[src/rtl/eir_pkg.sv]
// Package for the extended I/O interrupt router: codes, register map,
// controller states and the command/status structs between controller and datapath.
// No dependencies.
package eir_pkg;

  localparam int DEF_NUM_SOURCES    = 256;
  localparam int DEF_NUM_CORES      = 4;
  localparam int DEF_LINES_PER_CORE = 4;

  localparam logic [1:0] KIND_READ  = 2'd0;
  localparam logic [1:0] KIND_WRITE = 2'd1;
  localparam logic [1:0] KIND_IRQ   = 2'd2;

  localparam logic [1:0] SIZE_BYTE = 2'd0;
  localparam logic [1:0] SIZE_HALF = 2'd1;
  localparam logic [1:0] SIZE_WORD = 2'd2;

  // Byte offsets inside the register window (lane addresses are 18 bits).
  localparam logic [17:0] R_NODE      = 18'h000a0;
  localparam logic [17:0] R_IPMAP     = 18'h000c0;
  localparam logic [17:0] R_IPMAP_END = 18'h000c8;
  localparam logic [17:0] R_EN        = 18'h00200;
  localparam logic [17:0] R_BOUNCE    = 18'h00280;
  localparam logic [17:0] R_STATUS    = 18'h00300;
  localparam logic [17:0] R_CMAP      = 18'h00800;
  localparam logic [17:0] R_CSTAT     = 18'h10000;
  localparam logic [17:0] R_CSTAT_END = 18'h20000;
  localparam logic [17:0] BANK_SPAN   = 18'h00020;
  localparam logic [17:0] CMAP_SPAN   = 18'h00100;

  typedef enum logic [2:0] {
    REG_NONE,
    REG_EN,
    REG_BOUNCE,
    REG_STATUS,
    REG_CSTAT,
    REG_IPMAP,
    REG_CMAP,
    REG_NODE
  } eir_region_t;

  typedef enum logic [2:0] {
    ST_IDLE,
    ST_LANE_REQ,
    ST_LANE_DATA,
    ST_BIT_SCAN,
    ST_ROUTE,
    ST_MAP,
    ST_RMW,
    ST_DONE
  } eir_state_t;

  typedef struct packed {
    logic load;
    logic lane_req;
    logic lane_exec;
    logic lane_next;
    logic pick;
    logic route;
    logic map;
    logic rmw;
  } eir_cmd_t;

  typedef struct packed {
    logic go_lanes;
    logic go_src;
    logic last_lane;
    logic exec_mask_any;
    logic mask_any;
    logic gate_ok;
    logic core_ok;
    logic is_src;
  } eir_stat_t;

  function automatic eir_region_t eir_decode(input logic [17:0] a);
    eir_region_t r;
    r = REG_NONE;
    if (a >= R_EN && a < R_EN + BANK_SPAN) r = REG_EN;
    else if (a >= R_BOUNCE && a < R_BOUNCE + BANK_SPAN) r = REG_BOUNCE;
    else if (a >= R_STATUS && a < R_STATUS + BANK_SPAN) r = REG_STATUS;
    else if (a >= R_CSTAT && a < R_CSTAT_END) r = REG_CSTAT;
    else if (a >= R_IPMAP && a < R_IPMAP_END) r = REG_IPMAP;
    else if (a >= R_CMAP && a < R_CMAP + CMAP_SPAN) r = REG_CMAP;
    else if (a >= R_NODE && a < R_IPMAP) r = REG_NODE;
    return r;
  endfunction

endpackage

[src/rtl/eir_ctrl.sv]
// Controller state machine of the interrupt router: sequences byte lanes,
// source re-evaluation and the result strobe. Depends on eir_pkg.
module eir_ctrl (
  input  logic              clk,
  input  logic              rst,
  input  logic              start,
  input  eir_pkg::eir_stat_t stat,
  output eir_pkg::eir_cmd_t  cmd,
  output logic              busy,
  output logic              done
);
  import eir_pkg::*;

  eir_state_t state, state_next;

  always_ff @(posedge clk) begin
    if (rst) state <= ST_IDLE;
    else state <= state_next;
  end

  always_comb begin
    cmd        = '0;
    state_next = state;
    busy       = (state != ST_IDLE);
    done       = 1'b0;
    unique case (state)
      ST_IDLE: begin
        if (start) begin
          cmd.load = 1'b1;
          if (stat.go_lanes) state_next = ST_LANE_REQ;
          else if (stat.go_src) state_next = ST_ROUTE;
          else state_next = ST_DONE;
        end
      end
      ST_LANE_REQ: begin
        cmd.lane_req = 1'b1;
        state_next   = ST_LANE_DATA;
      end
      ST_LANE_DATA: begin
        cmd.lane_exec = 1'b1;
        if (stat.exec_mask_any) state_next = ST_BIT_SCAN;
        else if (stat.last_lane) state_next = ST_DONE;
        else begin
          cmd.lane_next = 1'b1;
          state_next    = ST_LANE_REQ;
        end
      end
      ST_BIT_SCAN: begin
        if (stat.mask_any) begin
          cmd.pick   = 1'b1;
          state_next = ST_ROUTE;
        end else if (stat.last_lane) state_next = ST_DONE;
        else begin
          cmd.lane_next = 1'b1;
          state_next    = ST_LANE_REQ;
        end
      end
      ST_ROUTE: begin
        cmd.route = 1'b1;
        if (stat.gate_ok) state_next = ST_MAP;
        else state_next = stat.is_src ? ST_DONE : ST_BIT_SCAN;
      end
      ST_MAP: begin
        cmd.map = 1'b1;
        if (stat.core_ok) state_next = ST_RMW;
        else state_next = stat.is_src ? ST_DONE : ST_BIT_SCAN;
      end
      ST_RMW: begin
        cmd.rmw    = 1'b1;
        state_next = stat.is_src ? ST_DONE : ST_BIT_SCAN;
      end
      ST_DONE: begin
        done       = 1'b1;
        state_next = ST_IDLE;
      end
      default: state_next = ST_IDLE;
    endcase
  end

  a_done_single: assert property (@(posedge clk) disable iff (rst) done |=> !done)
    else $error("result strobe held longer than one cycle");
  a_done_busy: assert property (@(posedge clk) disable iff (rst) done |-> busy)
    else $error("result strobe while idle");
  a_accept_busy: assert property (@(posedge clk) disable iff (rst)
    (start && !busy) |=> busy)
    else $error("accepted transaction did not raise busy");
endmodule

[config.mk]
export PLATFORM = sky130hd
export DESIGN_NAME = eir_ctrl
export DESIGN_NICKNAME = d
export VERILOG_FILES = /design/src/rtl/eir_pkg.sv /design/src/rtl/eir_ctrl.sv
export SDC_FILE = /design/constraint.sdc
export NUM_CORES = 1
export LEC_CHECK = 0
export ABC_CLOCK_PERIOD_IN_PS = 1000
export BUFFER_PORTS_ARGS = -buffer_cell sky130_fd_sc_hd__buf_4
export CORE_AREA = 2 2 39 41
export CTS_CLUSTER_SIZE = 8
export DETAILED_ROUTE_END_ITERATION = 7
export DIE_AREA = 0 0 41 43
export HOLD_SLACK_MARGIN = 0.05
export PLACE_DENSITY = 0.52
export SLEW_MARGIN = 10
export SYNTH_ARGS = -nofsm -noshare
export SYNTH_HDL_FRONTEND = slang
export SYNTH_SLANG_ARGS = --single-unit
[constraint.sdc]
create_clock -name clk -period 1 [get_ports clk]
set_input_delay 0.1 -clock clk [delete_from_list [all_inputs] [get_ports clk]]
set_output_delay 0.1 -clock clk [all_outputs]
set_load 0.01 [all_outputs]
==> summary.md, run 1 <==
| Metric | Value |
|---|---|
| Status | complete, but fails checks |
| Failing checks | negative setup slack |
| Switching Share | 0.377 |
| Post-Layout Cell Count | 102 |
| Placement Cell Area | 571 um2 |
| Synth top area share | 0.182 |
| Root buf cell | clkbuf_4 |
| Hold Vio Cnt, Final | 0 |
| Skew final | between 4 and 5 ps |
| Int Power | 927 uW |
| Slew Limit Headroom | 0.844 |
| First-pass DRT Iterations | 2 |
| Die area | ~0.0018 mm2 |
| Multi-input logic area | around 320 um2 |
| Worst setup margin | -291 ps |
| Area leader, netlist | dfxtp_1 |
| Req. time, crit path | 900 ps |
| Worst Tran Pin Value | 234 ps |
| Avg Cell Area, Syn | roughly 7 um2 |
| Vias in the first global route | 522 |
| WHS | between 100 and 150 ps |
| Final period util | 1.29 |
| Worst-skew pair later-pin latency | 240 ps |
| # Max-Cap Violations | 0 |
| Io pins | 21 |
| Power share of the sequential group | 0.156 |
| DR DRC count | 0 |
| #FFs+latches synth | 3 |
| Die width | between 40 and 50 um |
| DRT iter0 DRCs | 1 |
| Startpoint types | register |
| Sink Count | 3 |
| VDD IR max | roughly 0.95 mV |
| Largest net degree at the start of global routing | 9 |
| Routed via count | about 510 |
| Register area | a little over 70 um2 |
| RSZ-0062 raised after global routing | true |
| Final Critical Period | around 1300 ps |
| Share of post-route cells with drive strength above 1 | 0.709 |
| Count of input and output buffers | 20 |
| Largest reg by FF count | state |
| Clock Pin Slew Worst Setup and Hold Paths | 40 ps |
| Inst Count DP | 90 |
| Post-Synthesis Cell Area | 330 um2 |
| Hold Crit Class | in2reg |
| Max Buffers Root-to-Sink | 2 |
| H-tree Lvls | 1 |
| CTS buffer count | 3 |
| Syn_nets | 57 |
| Initial antenna violation count | 0 |
| Clk pwr share | 0.151 |
| Core Area | 0.00138 mm2 |
| Ys async rst share | 0 |
| CTS tree | built |
| Nets | 98 |
| EDFF count, synth | 0 |
| Gr ovfl total | 0 |
| Global Route Usage Sum | 0.170 |
| Seq/Total Area, Yosys | 0.182 |
| Pwr dens | 1840 mW/mm2 |
| CP Max Fanout | 4 |
| Worst reg-to-reg setup slack | -210 ps |
| Gate Count Post-Synth | 46 |
| Setup CP Type | reg2out |
| Largest registers | state: 3 flops |
| First-pass GRT wire length | around 2000 um |
| Die height | 43 um |
| Final setup fails | 13 |
| Final-layout fill cell count | 136 |
| Top cells by area, synth | dfxtp_1 18%, nor2_1 6.8%, inv_1 5.7%, o221ai_1 5.3%, a2111oi_2 4.5% |
| Ant diodes | 0 |
| Slew Viols, Final | 0 |
| NetSw | 562 uW |
| Vias per cell | 4.97 |
| Routed WL | 1310 um |
| Worst slack, placed | -200 ps |
| Site Rows | 14 |
| Critical path capture point type | output pin |
| Library cells used by synthesis | 26 |
| Synth-to-layout area growth | 145% |
| Antenna violation net count after detailed routing | 0 |
| Syn. warnings | 0 |
| Avg WL per Cell | roughly 13 um |
| GPL Wtd Cong | 0.725 |
| Ys flop type | dfxtp_1 |
| Effective utilization at floorplan | 0.239 |
| Post-CTS Hold Buffers | 0 |
| Setup TNS | -2940 ps |
| DPL Wire Length | 770 um |
| Comb power frac | 0.693 |
| Post-route cell area | 808 um2 |
| Peak Freq | 775 MHz |
| Leakage Power | 0.375 nW |
| Worst EP arrival | 1190 ps |
| Max FFs per register | 3 |
timing repair:
| action | in CTS | in global routing |
|---|---|---|
| pin swaps | 4 | 2 |
| endpoints found under the setup margin | 13 | 13 |
| resized for setup | 36 | 4 |
| setup buffers | 8 | 0 |
through the flow:
step | utilization | power, mW
floorplan | - | 0.557
global placement | 0.412 | 0.847
detailed placement | 0.412 | 0.848
CTS | 0.571 | 1.45
global route | 0.584 | 1.58
finish | 0.584 | 1.49
cell type report:
| cell class | instances | share of cell area |
|---|---|---|
| sequential | 3 | 0.0882 |
| clock buffer | 4 | 0.0325 |
| tap | 16 | 0.0248 |
| multi-input combinational | 34 | 0.395 |
| timing repair buffer | 39 | 0.432 |
| inverter | 6 | 0.0279 |
power groups by stage:
| stage | combinational (mW) | sequential [mW] | clock (mW) |
|---|---|---|---|
| final | 1.03 | 0.233 | 0.224 |
| after global placement | 0.615 | 0.232 | 0 |
| after floorplan | 0.372 | 0.186 | 0 |
| after global routing | 1.09 | 0.237 | 0.244 |
| after detailed placement | 0.617 | 0.231 | 0 |
| after CTS | 0.986 | 0.227 | 0.233 |
synthesized netlist by cell type (2+ instances only):
cell / n
a21oi_1: 2
inv_1: 5
dfxtp_1: 3
nor2_1: 6
nor3_1: 2
nand2_1: 2
nand2b_1: 2
buf_4: 2
o21a_1: 2
o221ai_1: 2
nor3b_1: 2
o21ai_0: 2
layer usage:
layer  GRT usage  routed length, um
met5           0                  0
met4      0.0800                 10
met3      0.0628                 75
met2       0.303                771
met1       0.155                448
logic make-up (layout without fill, tap and decap cells):
group / Yosys count / after routing / synth area share
DFF: 3 / 3 / 0.182
buffers and inverters: 9 / 49 / 0.148
and+or+nand+nor: 20 / 20 / 0.345
AOI/OAI and AO/OA: 14 / 14 / 0.326
final timing paths:
path | start | endpoint | depth (start not counted)
max | state[0]$_SDFFE_PP0P_ | busy | 5
min | rst | state[2]$_SDFFE_PP0P_ | 3
max reg2reg | state[2]$_SDFFE_PP0P_ | state[2]$_SDFFE_PP0P_ | 5
min reg2reg | state[2]$_SDFFE_PP0P_ | state[0]$_SDFFE_PP0P_ | 3
layout by cell type, fill, tap and decap left out, types with 2 or more instances in the layout:
master    count
nor3_4        2
buf_6        15
o21a_1        2
and3_4        2
nor2_1        2
dfxtp_4       3
buf_4        24
o221ai_1      2
o21ai_0       2
clkbuf_4      3
inv_1         5
a21oi_1       2
nor2_4        3
critical path, stage by stage, from the launching register on:
cell and delay [ps]:
dfxtp_4 350, buf_6 120, nor3_4 180, inv_2 70
buf_6 110, buf_6 110
Note: power is estimated with default switching activity, not from simulation.
==> run 2, diff against run 1 <==
--- a/config.mk
+++ b/config.mk
@@ -8,11 +8,13 @@
 export ABC_CLOCK_PERIOD_IN_PS = 1000
 export BUFFER_PORTS_ARGS = -buffer_cell sky130_fd_sc_hd__buf_4
 export CORE_AREA = 2 2 39 41
+export CTS_BUF_LIST = sky130_fd_sc_hd__clkbuf_4 sky130_fd_sc_hd__clkbuf_8
 export CTS_CLUSTER_SIZE = 8
 export DETAILED_ROUTE_END_ITERATION = 7
 export DIE_AREA = 0 0 41 43
 export HOLD_SLACK_MARGIN = 0.05
 export PLACE_DENSITY = 0.52
+export SKIP_CTS_REPAIR_TIMING = 1
 export SLEW_MARGIN = 10
 export SYNTH_ARGS = -nofsm -noshare
 export SYNTH_HDL_FRONTEND = slang
==> summary.md, run 2 (same netlist as run 1, synthesis figures left out) <==
| Metric | Value |
|---|---|
| First-pass DRT Iterations | 3 |
| VDD IR max | 0.939 mV |
| Final Critical Period | between 1000 and 1500 ps |
| DR DRC count | 0 |
| Worst-skew pair later-pin latency | roughly 240 ps |
| Slew Limit Headroom | 0.846 |
| DRT iter0 DRCs | 7 |
| CP Max Fanout | 6 |
| # Max-Cap Violations | 0 |
| Effective utilization at floorplan | 0.239 |
| Die width | 41 um |
| Setup CP Type | reg2out |
| Critical path capture point type | output pin |
| Largest registers | state: 3 flops |
| Sink Count | 3 |
| Startpoint types | register |
| Peak Freq | 785 MHz |
| Root buf cell | clkbuf_4 |
| Largest net degree at the start of global routing | 13 |
| Gr ovfl total | 0 |
| Worst EP arrival | 1170 ps |
| WHS | about 130 ps |
| Synth-to-layout area growth | 113% |
| Clock Pin Slew Worst Setup and Hold Paths | 40 ps |
| Final cell utilization of the core | 0.509 |
| First-pass GRT wire length | between 1500 and 2000 um |
| Worst setup margin | -275 ps |
| Initial antenna violation count | 0 |
| CTS buffer count | 3 |
| Hold Crit Class | in2reg |
| Worst slack, placed | -200 ps |
| Failing checks | negative setup slack |
| Ant diodes | 0 |
| Max Buffers Root-to-Sink | 2 |
| Die height | 43 um |
| Antenna violation net count after detailed routing | 0 |
| Global Route Usage Sum | 0.127 |
| Io pins | 21 |
| Worst reg-to-reg setup slack | -140 ps |
| Count of input and output buffers | 20 |
| Share of post-route cells with drive strength above 1 | 0.642 |
| DPL Wire Length | 770 um |
| Most frequent cells in the layout | 27 x buf_4, 7 x buf_6, 5 x nor2_1, 5 x inv_1, 4 x clkbuf_4 |
| Routed WL | 1090 um |
| Final period util | 1.27 |
| Post-route cell area | roughly 700 um2 |
| Slew Viols, Final | 0 |
| Die area | 0.00176 mm2 |
| Routed via count | 451 |
| Leakage Power | 0.341 nW |
| Most common cell after layout, fill and taps aside | buf_4 |
| Avg WL per Cell | 11.3 um |
| Vias in the first global route | 399 |
| Status | complete, but fails checks |
| H-tree Lvls | 1 |
| Placement Cell Area | about 570 um2 |
| Site Rows | 14 |
| Skew final | approximately 2.0 ps |
| Vias per cell | 4.65 |
| Max FFs per register | 3 |
| Hold Vio Cnt, Final | 0 |
| CTS tree | built |
| Final setup fails | 13 |
| Pwr dens | about 1800 mW/mm2 |
| Largest reg by FF count | state |
| Core Area | 0.00138 mm2 |
| Worst Tran Pin Value | 232 ps |
| Req. time, crit path | 900 ps |
| RSZ-0062 raised after global routing | true |
| GPL Wtd Cong | ~0.72 |
| Nets | 93 |
run 2: metal layers:
metal / routed length (um) / up-vias / GRT usage / share of wire
met5: 0 / - / 0 / 0
met4: 0 / 0 / 0.0600 / 0
met3: 60 / 0 / 0.0471 / 0.055
met2: 575 / 13 / 0.191 / 0.53
met1: 457 / 201 / 0.153 / 0.42
li1: - / 237 / - / -
run 2: critical path, stage by stage, from the launching register on:
cell     delay (ps)
dfxtp_4         350
buf_6           130
nor3_4          170
inv_2            70
buf_6           110
buf_6           110
run 2: where the power goes:
group / internal (mW) / total (mW) / switching (mW)
Clock: 0.177 / 0.251 / 0.0733
Combinational: 0.479 / 0.809 / 0.330
Sequential: 0.168 / 0.237 / 0.0693
run 2: final timing paths:
check,startpoint,to,cells after the start
worst min-delay path,rst,state[2]$_SDFFE_PP0P_,3
worst min register to register,state[0]$_SDFFE_PP0P_,state[0]$_SDFFE_PP0P_,3
worst max register to register,state[2]$_SDFFE_PP0P_,state[2]$_SDFFE_PP0P_,5
worst max-delay path,state[1]$_SDFFE_PP0P_,busy,5
run 2: area by class of cell:
| type | count | area, um2 |
|---|---|---|
| clock buffers | 4 | 30.0 |
| fillers | 148 | 679 |
| inverters | 6 | 22.5 |
| multi-input cells | 34 | 279 |
| flip-flops and latches | 3 | 71.3 |
| well taps | 16 | 20.0 |
| repair buffers | 34 | 282 |
run 2: per-stage QoR:
stage          power, mW  std cells  TNS [ps]
4_1_cts             1.11         94     -3940
2_1_floorplan      0.557         46      -209
5_1_grt             1.39         97     -3180
3_3_place_gp       0.847         90     -1250
3_5_place_dp       0.848         90     -1270
6_report            1.30         97     -2500
==> run 3, diff against run 2 <==
--- a/config.mk
+++ b/config.mk
@@ -8,7 +8,7 @@
 export ABC_CLOCK_PERIOD_IN_PS = 1000
 export BUFFER_PORTS_ARGS = -buffer_cell sky130_fd_sc_hd__buf_4
 export CORE_AREA = 2 2 39 41
-export CTS_BUF_LIST = sky130_fd_sc_hd__clkbuf_4 sky130_fd_sc_hd__clkbuf_8
+export CTS_BUF_LIST = sky130_fd_sc_hd__clkbuf_2
 export CTS_CLUSTER_SIZE = 8
 export DETAILED_ROUTE_END_ITERATION = 7
 export DIE_AREA = 0 0 41 43
==> summary.md, run 3 (same netlist as run 1, synthesis figures left out) <==
| Metric | Value |
|---|---|
| Status | complete, but fails checks |
| Failing checks | negative setup slack |
| Synth-to-layout area growth | 125% |
| Hold Vio Cnt, Final | 0 |
| Post-layout power | 1.31 mW |
| Worst-path cell chain | buf_6 > nor3_4 > inv_2 > buf_6 > buf_6 |
| Sink Count | 3 |
| Largest reg by FF count | state |
| Root buf cell | clkbuf_2 |
| GPL Wtd Cong | about 0.72 |
| First-pass GRT wire length | 1520 um |
| Critical path capture point type | output pin |
| Final setup fails | 13 |
| H-tree Lvls | 1 |
| Ant diodes | 0 |
| DPL Wire Length | 770 um |
| Slew Limit Headroom | 0.837 |
| Startpoint types | register |
| Largest registers | state: 3 flops |
| CTS tree | built |
| First-pass DRT Iterations | 4 |
| Hold Crit Class | in2reg |
| Count of input and output buffers | 20 |
| Vias per cell | 4.71 |
| Gr ovfl total | 0 |
| Most common cell after layout, fill and taps aside | buf_4 |
| RSZ-0062 raised after global routing | true |
| CTS buffer count | 3 |
| CP dominant cell by count | buf_6 |
| # Max-Cap Violations | 0 |
| Routed WL | 1080 um |
| Worst Tran Pin Value | 245 ps |
| Worst setup margin | -250 ps |
| Clock Pin Slew Worst Setup and Hold Paths | around 50 ps |
| Worst path slowest cell | dfxtp_4 |
| Core Area | around 0.0014 mm2 |
| Die width | 41 um |
| Site Rows | 14 |
| Final cell utilization of the core | 0.536 |
| Io pins | 21 |
| Max FFs per register | 3 |
| Pwr dens | between 1500 and 2000 mW/mm2 |
| Avg WL per Cell | 11.0 um |
| Leakage Power | 0.350 nW |
| Slew Viols, Final | 0 |
| Die area | between 0.0015 and 0.002 mm2 |
| Final Critical Period | about 1200 ps |
| Worst-skew pair later-pin latency | ~200 ps |
| Initial antenna violation count | 0 |
| DRT iter0 DRCs | 6 |
| Antenna violation net count after detailed routing | 0 |
| Peak Freq | 800 MHz |
| Worst reg-to-reg setup slack | -210 ps |
| Share of post-route cells with drive strength above 1 | 0.671 |
| Worst EP arrival | 1150 ps |
| Largest net degree at the start of global routing | 13 |
| Most frequent cells in the layout | 23 x buf_4, 12 x buf_6, 5 x inv_1, 4 x nor2_1, 4 x clkbuf_2 |
| Crit path largest cell delay | around 360 ps |
| CP Max Fanout | 6 |
| Final period util | 1.25 |
| Req. time, crit path | 900 ps |
| Vias in the first global route | 408 |
| Nets | 94 |
| Effective utilization at floorplan | 0.239 |
| DR DRC count | 0 |
| Routed via count | 462 |
| Setup CP Type | reg2out |
| Max Buffers Root-to-Sink | 2 |
| Skew final | 2.84 ps |
| Die height | 43 um |
| VDD IR max | approximately 1.1 mV |
| Global Route Usage Sum | 0.125 |
## run 3: cell types whose count changed in the layout (fill, tap and decap cells not counted)
cell	delta
nor3b_4	+1
nor2_4	+1
nand2b_4	+1
clkbuf_4	-4
buf_6	+5
nand2b_1	-1
buf_4	-4
clkbuf_2	+4
nor3b_2	-1
nor2_1	-1
## run 3: stage by stage
step	instance area (um2)	std cells	TNS [ps]	hold WS, ps	setup WS [ps]
after floorplan	348	46	-209	232	-106
after global placement	571	90	-1250	376	-206
after detailed placement	571	90	-1270	383	-200
after CTS	591	94	-3650	160	-370
after global routing	742	98	-2990	154	-302
final	742	98	-2260	161	-250
## run 3: cell type report
type | instances | area, um2
Fill cell | 138 | 642
Inverter | 6 | 22.5
Multi-Input combinational cell | 34 | 300
Tap cell | 16 | 20.0
Clock buffer | 4 | 20.0
Timing Repair Buffer | 35 | 308
Sequential cell | 3 | 71.3
## run 3: final timing paths
path	startpoint	to	cells after the start
hold reg to reg	state[0]$_SDFFE_PP0P_	state[0]$_SDFFE_PP0P_	3
setup / recovery	state[1]$_SDFFE_PP0P_	busy	5
setup reg to reg	state[1]$_SDFFE_PP0P_	state[2]$_SDFFE_PP0P_	4
hold / removal	rst	state[2]$_SDFFE_PP0P_	3
## run 3: power by group
group | internal, mW | switching, mW | total (mW)
clock network | 0.106 | 0.0626 | 0.168
registers | 0.168 | 0.0796 | 0.247
logic | 0.540 | 0.356 | 0.896
total | 0.813 | 0.498 | 1.31
## run 3: routing by layer
metal	GRT usage	share of wire	up-vias
li1	-	-	238
met2	0.194	0.52	13
met1	0.153	0.43	211
met4	0.0400	0	0
met5	0	0	-
met3	0.0471	0.055	0
## run 3: critical path, delay by kind of cell, from the launching register on
kind | cells | cell delay, ps
buffers and inverters | 4 | 420
DFF | 1 | 360
and+or+nand+nor | 1 | 170
